## src/hw/rtl/ste_pkg.sv

```systemverilog
// Shared constants, coefficient tables and helpers for the spheroidal taper evaluator.
// Depends on nothing; imported by ste_mulq_add, ste_div and spheroidal_taper_evaluator.
`timescale 1ns / 1ps
`default_nettype none

package ste_pkg;

  // Field widths and default fraction bits
  localparam int IN_W          = 17;
  localparam int OUT_W         = 18;
  localparam int FRAC_BITS_DEF = 16;

  // Internal fixed point: Q.30 in 32-bit signed words
  localparam int QB  = 30;
  localparam int Q_W = QB + 2;

  typedef logic signed [Q_W-1:0] q30_t;

  localparam longint ONE_L = 64'sd1 <<< QB;

  localparam q30_t ONE_Q     = q30_t'(ONE_L);
  localparam q30_t EDGE_Q    = q30_t'(64'sd805306368);
  localparam q30_t EDGE_SQ_Q = q30_t'(64'sd603979776);

  // Numerator coefficients, inner segment
  localparam q30_t P00 = q30_t'((64'sd8203343 * ONE_L + 64'sd50000000) / 64'sd100000000);
  localparam q30_t P01 = q30_t'(-((64'sd3644705 * ONE_L + 64'sd5000000) / 64'sd10000000));
  localparam q30_t P02 = q30_t'((64'sd627866 * ONE_L + 64'sd500000) / 64'sd1000000);
  localparam q30_t P03 = q30_t'(-((64'sd5335581 * ONE_L + 64'sd5000000) / 64'sd10000000));
  localparam q30_t P04 = q30_t'((64'sd2312756 * ONE_L + 64'sd5000000) / 64'sd10000000);
  // Numerator coefficients, outer segment
  localparam q30_t P10 = q30_t'((64'sd4028559 * ONE_L + 64'sd500000000) / 64'sd1000000000);
  localparam q30_t P11 = q30_t'(-((64'sd3697768 * ONE_L + 64'sd50000000) / 64'sd100000000));
  localparam q30_t P12 = q30_t'((64'sd1021332 * ONE_L + 64'sd5000000) / 64'sd10000000);
  localparam q30_t P13 = q30_t'(-((64'sd1201436 * ONE_L + 64'sd5000000) / 64'sd10000000));
  localparam q30_t P14 = q30_t'((64'sd6412774 * ONE_L + 64'sd50000000) / 64'sd100000000);
  // Denominator coefficients
  localparam q30_t Q01 = q30_t'((64'sd8212018 * ONE_L + 64'sd5000000) / 64'sd10000000);
  localparam q30_t Q02 = q30_t'((64'sd2078043 * ONE_L + 64'sd5000000) / 64'sd10000000);
  localparam q30_t Q11 = q30_t'((64'sd9599102 * ONE_L + 64'sd5000000) / 64'sd10000000);
  localparam q30_t Q12 = q30_t'((64'sd2918724 * ONE_L + 64'sd5000000) / 64'sd10000000);

  localparam q30_t NUM_COEF [2][5] = '{'{P00, P01, P02, P03, P04},
                                       '{P10, P11, P12, P13, P14}};
  localparam q30_t DEN_COEF [2][3] = '{'{ONE_Q, Q01, Q02},
                                       '{ONE_Q, Q11, Q12}};

  // Output saturation bounds
  localparam longint OUT_MAX = 64'sd131071;
  localparam longint OUT_MIN = -64'sd131072;

  // Sideband through the Horner stages
  typedef struct packed {
    logic oor;
    logic seg;
    q30_t d;
    q30_t om;
  } hsb_t;

  // Sideband through the divider
  typedef struct packed {
    logic oor;
    logic zero;
    logic neg;
    q30_t om;
  } dsb_t;

  // Clamp to the signed output field
  function automatic logic signed [OUT_W-1:0] sat_out(input logic signed [63:0] v);
    logic signed [OUT_W-1:0] res;
    if (v > OUT_MAX) begin
      res = OUT_W'(OUT_MAX);
    end else if (v < OUT_MIN) begin
      res = OUT_W'(OUT_MIN);
    end else begin
      res = OUT_W'(v);
    end
    return res;
  endfunction

endpackage

`default_nettype wire

```

## src/hw/rtl/ste_mulq_add.sv

```systemverilog
// Two-stage multiply, round to Q.30 (half away from zero) and add: y = c + round(a*b / 2^30).
// Depends on ste_pkg for the fraction width.
`timescale 1ns / 1ps
`default_nettype none

module ste_mulq_add #(
  parameter int AW = 32,
  parameter int BW = 32,
  parameter int CW = 32,
  parameter int RW = 32
) (
  input  logic                 clk,
  input  logic                 en,
  input  logic signed [AW-1:0] a,
  input  logic signed [BW-1:0] b,
  input  logic signed [CW-1:0] c,
  output logic signed [RW-1:0] y
);
  import ste_pkg::*;

  localparam int PW = AW + BW;

  logic [AW-1:0]          am;
  logic [BW-1:0]          bm;
  logic [PW-1:0]          p_nxt, p_r;
  logic                   neg_r;
  logic signed [CW-1:0]   c_r;
  logic [PW-1:0]          rnd;
  logic signed [RW-1:0]   r_s;
  logic signed [RW-1:0]   y_nxt, y_r;

  // Stage one: magnitude product
  always_comb begin
    am    = a[AW-1] ? AW'(-a) : AW'(a);
    bm    = b[BW-1] ? BW'(-b) : BW'(b);
    p_nxt = PW'(am) * PW'(bm);
  end

  always_ff @(posedge clk) begin
    if (en) begin
      p_r   <= p_nxt;
      neg_r <= a[AW-1] ^ b[BW-1];
      c_r   <= c;
    end
  end

  // Stage two: round, restore sign, accumulate
  always_comb begin
    rnd   = (p_r + (PW'(1) << (QB - 1))) >> QB;
    r_s   = $signed(RW'(rnd));
    y_nxt = RW'(c_r) + (neg_r ? -r_s : r_s);
  end

  always_ff @(posedge clk) begin
    if (en) begin
      y_r <= y_nxt;
    end
  end

  assign y = y_r;

endmodule

`default_nettype wire

```

## config.mk

```make
export PLATFORM = sky130hd
export DESIGN_NAME = ste_mulq_add
export DESIGN_NICKNAME = d
export VERILOG_FILES = /design/src/hw/rtl/ste_pkg.sv /design/src/hw/rtl/ste_mulq_add.sv
export SDC_FILE = /design/constraint.sdc
export NUM_CORES = 2
export LEC_CHECK = 0
export ABC_AREA = 1
export BUFFER_PORTS_ARGS = -buffer_cell sky130_fd_sc_hd__buf_2
export CAP_MARGIN = 15
export CORE_UTILIZATION = 48
export CTS_CLUSTER_SIZE = 25
export DETAILED_ROUTE_END_ITERATION = 8
export GPL_TIMING_DRIVEN = 0
export HOLD_SLACK_MARGIN = 0.02
export SKIP_CTS_REPAIR_TIMING = 1
export SLEW_MARGIN = 10
export SYNTH_ARGS = -nofsm -noshare
export SYNTH_HDL_FRONTEND = slang
export SYNTH_SLANG_ARGS = --single-unit
```

## constraint.sdc

```tcl
create_clock -name clk -period 15.1 [get_ports clk]
set_input_delay 0.755 -clock clk [delete_from_list [all_inputs] [get_ports clk]]
set_output_delay 0.755 -clock clk [all_outputs]
set_load 0.01 [all_outputs]
```

After elaboration in Yosys (flattened, before gate mapping)
Cells that the tools add are included.
{"block": "word_totals", "rom_bits": 0, "regBits": 127, "latch_bits": 0, "mem_count": 0, "mem_bits_rw": 0, "in_bits": 98, "wordCells": 14, "output_inout_bits": 32}
{"block": "op_classes", "n_reduce_logical": 0, "mul": 1, "eq_ne": 0, "n_addsub": 5, "n_shift": 0, "n_lt_le_gt_ge": 0, "n_bitwise": 1, "n_mux": 3, "div_mod_pow": 0}
{"cell": "$mux W32", "count": 3}
{"cell": "$neg A32 Y32", "count": 3}
{"cell": "$add A62 B30 Y62 const B", "count": 1}
{"cell": "$mul A32 B32 Y62", "count": 1}
{"cell": "$add A32 B32 Y32", "count": 1}
{"cell": "$xor A1 B1 Y1", "count": 1}

Logic depth before layout (Yosys ltp)
{"block": "logic_depth", "ltp_word": 4, "depth_mapped": 45, "ltp_nobuf": 42}

Least setup slack after synthesis
Ideal clock, no wire load.
{"block": "synth_path", "path_type": "input-to-reg", "start": "input a[0]", "end": "register p_r[58], data pin", "required_ns": 14.848, "path_buffers": 3, "setup_ns": 0.252, "slack_ns": 6.675, "path_stages": 40, "t_arrival_ns": 8.173, "path_cell_list": "buf_6 > inv_4 > clkbuf_1 > ha_1 > nand3_1 > nor2_2 > nand4_1 > nor2_1 > nand2_1 > inv_1 > nand4_1 > nand2_1 > or2_2 > nand2_1 > buf_2 > nand2_1 > inv_1 > fa_1 > (+4 left out) > inv_1 > fa_1 > fa_1 > fa_1 > inv_1 > fa_1 > inv_1 > ha_1 > nand2_1 > nor2_1 > inv_1 > nor2_1 > inv_1 > nor2_1 > nand2_1 > or2_2 > nand3_1 > nand2_1"}
{"block": "synth_via", "elab_chain_cells": 3}
{"item": "start: declaration", "line_no": "ste_mulq_add.sv:14", "text": "input logic signed [AW-1:0] a,"}
{"item": "$neg A32 Y32", "line_no": "ste_mulq_add.sv:34", "text": "am = a[AW-1] ? AW'(-a) : AW'(a);"}
{"item": "$mux W32 (*)", "line_no": "ste_mulq_add.sv:34"}
{"item": "$mul A32 B32 Y62 (*)", "line_no": "ste_mulq_add.sv:36", "text": "p_nxt = PW'(am) * PW'(bm);"}
{"item": "named net p_nxt[58]", "line_no": "ste_mulq_add.sv:25", "text": "logic [PW-1:0] p_nxt, p_r;"}
{"item": "end signal: assignment", "line_no": "ste_mulq_add.sv:41", "text": "p_r <= p_nxt;"}
{"item": "end: declaration", "line_no": "ste_mulq_add.sv:25"}
Mark *: on every way through the listed nets, which the timed path passes. The rest lies on a longest branch.
A chain may end at the register's enable or synchronous reset.

Final worst setup path
{"block": "layout_path", "start": "input a[0]", "end": "register p_r[61], data pin"}
Same word-level chain as after synthesis.

==> out/qor.yml <==
status:
  status: "complete, no violations"
worst_setup_path:
  crit_type: "in2reg"
  path_delay_family: "adder cells"
  cp-start-kind: "input port"
  reg2reg_depth: 14
  crit_buf_inv: 12
  max_stage_delay_ns: 0.96
  required_ns: 15.23
  worst_path_most_repeated_cell: "nand2_1"
  crit_slowest_cell: "clkbuf_1"
  endpoint_kind: "flop"
  r2r_start: "neg_r"
  rr_endpoint: "y[30]"
  rrSetupSlack_ns: 10.55
  cp_max_fo: 10
  arrival_ns: 11.76
  cp_num_cells: 38
synth:
  synth_flop_cell: "edfxtp_1"
  synth_edf_count: 98
  async_reset_ff_frac: 0
  ys_top_cells_by_count: "1,319 x inv_1, 1,246 x nand2_1, 895 x fa_1, 704 x nor2_1, 280 x ha_1"
  syn_avg_cell_area_um2: 7.72
  synth_top_family_by_area: "adder cells"
  muxShareOfSynthArea: 0
  synthSimpleGateAreaFrac: 0.221
  synthTopCellsByArea: "fa_1 43%, inv_1 12%, nand2_1 11%"
  synthAdderAreaFrac: 0.513
  synth_seq_area_share: 0.0705
  synth_top_area_share: 0.429
  synth_area_leader_cell: "fa_1"
  synth_cell_types: 53
  ys_warn_count: 0
  synth_cells: 5404
  synth_nets: 6677
  synth.most_common_cell: "inv_1"
  syn_area_um2: 41700
  synth_compound_area_frac: 0.0351
  ys_ff_latch: 98
  synthXorXnorAreaFrac: 0.0209
floorplanning:
  initial_core_util: 0.487
  io_pins: 130
  rows: 107
  die_w_um: 297
  core_area_um2: 85700
  die_y_um: 297
  die-area_um2: 88100
grt:
  grt_max_degree: 53
  grt_first_pass_wirelength_um: 238000
  track_usage: 0.368
  grt_pass1_vias: 37476
  grt_overflow: 0
  antenna_found_initial: 2
cells_and_area:
  fill_cells: 8670
  area_delta_synth_final_pct: 6.05
  nNetsFinal: 6824
  regArea_um2: 2940
  drive_above_1_share: 0.0596
  multi_input_area_um2: 33000
sta:
  max_freq_ghz: 0.0860
  period_share: 0.770
  final_max_slew_viol_count: 0
  clock_skew_ns: 0.0143
  setup-violations-final: 0
  setup-tns-final_ns: 0
  rsz0062_at_grt: "no"
  tightest_slew_ns: 1.32
  min_period_ns: 11.63
  finalHoldViolations: 0
  relSlewSlack: 0.115
worst_hold_path:
  hold_depth: 1
  min_to: "y[0]"
  hold_path_class: "reg2reg"
  hp-start: "c_r[0]"
placement:
  hpwlAfterDp_um: 137000
  numPortBuffers: 127
  gp_congestion: 1.02
drt:
  drc: 0
  wl_met1_um: 62700
  post_drt_wl_per_cell_um: 23.8
  via_per_inst: 5.40
  top_layer: "met5"
  routed-wl-met3_um: 17500
  drt_iter0_drc: 3207
  wl_met2_um: 70800
  wirelength_um: 159000
  drtAntennaViolNets: 0
  drtPass1Iterations: 6
  vias: 36163
clocking:
  cts_tree: "yes"
  root_buffer: "clkbuf_16"
  cts_made_buffers: 9
  htree_levels: 3
  clk_pin_slew_ns: 0.08
  clock_path_buffers: 2
  clock_latency_ns: 0.36
  cts_num_sinks: 98
job:
  cap_viol_max_count: 0
[stage by stage]
step,area [um2],cells,util,hold WS (ns),setup slack [ns]
2_1_floorplan,41700,5404,-,0.526,6.67
3_3_place_gp,43800,6675,0.511,0.541,3.41
3_5_place_dp,43900,6681,0.512,0.556,3.37
4_1_cts,44200,6697,0.516,0.551,3.75
5_1_grt,44200,6700,0.516,0.549,3.20
6_report,44200,6703,0.516,0.559,3.47
[state kept, by name (all words and copies together), names as in the netlist]
signal / flops
c_r: 32
neg_r: 1
p_r: 33
y: 32
[placed cells by master (no fill, tap or decap), types with 6 or more instances in the layout]
cell type	synthesis	final
inv_1	1319	1319
nand2_1	1246	1246
fa_1	895	895
nor2_1	704	704
ha_1	280	280
buf_2	60	186
nand3_1	145	145
a21oi_1	102	102
edfxtp_1	98	98
clkbuf_1	88	89
o21ai_0	76	76
xor2_1	74	71
nor3_1	38	38
nand4_1	31	31
nand2_2	23	23
xnor2_1	20	20
o21bai_1	19	19
nor2_2	18	18
inv_2	17	17
a31oi_1	13	13
a21o_1	12	12
clkinv_1	11	11
or2_2	11	11
nand3b_1	11	11
buf_6	5	10
clkbuf_16	0	9
nand3_2	8	8
buf_4	6	7
nor2_4	7	7
buf_1	6	6
xor2_2	3	6
o211ai_1	6	6
nor4_1	6	6
a21boi_0	6	6
[worst max-delay path by stage]
stage,start,end,slack [ns]
2_1_floorplan,a[0],p_r[58],6.67
4_1_cts,a[0],p_r[61],3.75
6_report,a[0],p_r[61],3.47
3_5_place_dp,a[0],p_r[61],3.37
3_3_place_gp,a[0],p_r[61],3.41
5_1_grt,a[0],p_r[61],3.20
[cell type report]
class | instances | area share
multi-input cells | 3793 | 0.746
diodes | 3 | 0.000170
inverters | 1348 | 0.114
clock inverters | 6 | 0.00150
clock buffers | 10 | 0.00517
plain buffers | 165 | 0.0171
flip-flops and latches | 98 | 0.0665
repair buffers | 136 | 0.0173
well taps | 1144 | 0.0323
[cell families after synthesis]
group	count (synthesis)
AOI/OAI and AO/OA	255
buffers and inverters	1513
adders and majority gates	1175
DFF	98
and+or+nand+nor	2266
xor gates and xnor gates	97
[worst reg2reg max path: stages, from the launching register on]
cell,delay (ns)
edfxtp_1,0.35
clkbuf_1,0.59
clkbuf_1,0.57
o21ai_0,0.29
fa_1,0.47
nand3_1,0.10
nand2_1,0.14
a21boi_0,0.48
o21ai_0,0.25
a21oi_1,0.31
o21ai_0,0.35
nand2_1,0.19
nand2_1,0.06
nand2_1,0.06
nand2_1,0.07
[layer usage]
metal / vias to the layer above / track usage
met5: - / 0
met4: 2 / 0.161
met3: 316 / 0.0892
met2: 1842 / 0.580
met1: 17946 / 0.482
li1: 16057 / -
Power is left out: the tool's default activity adds up to more than one toggle a clock period on the data nets, which glitch-free logic cannot reach.
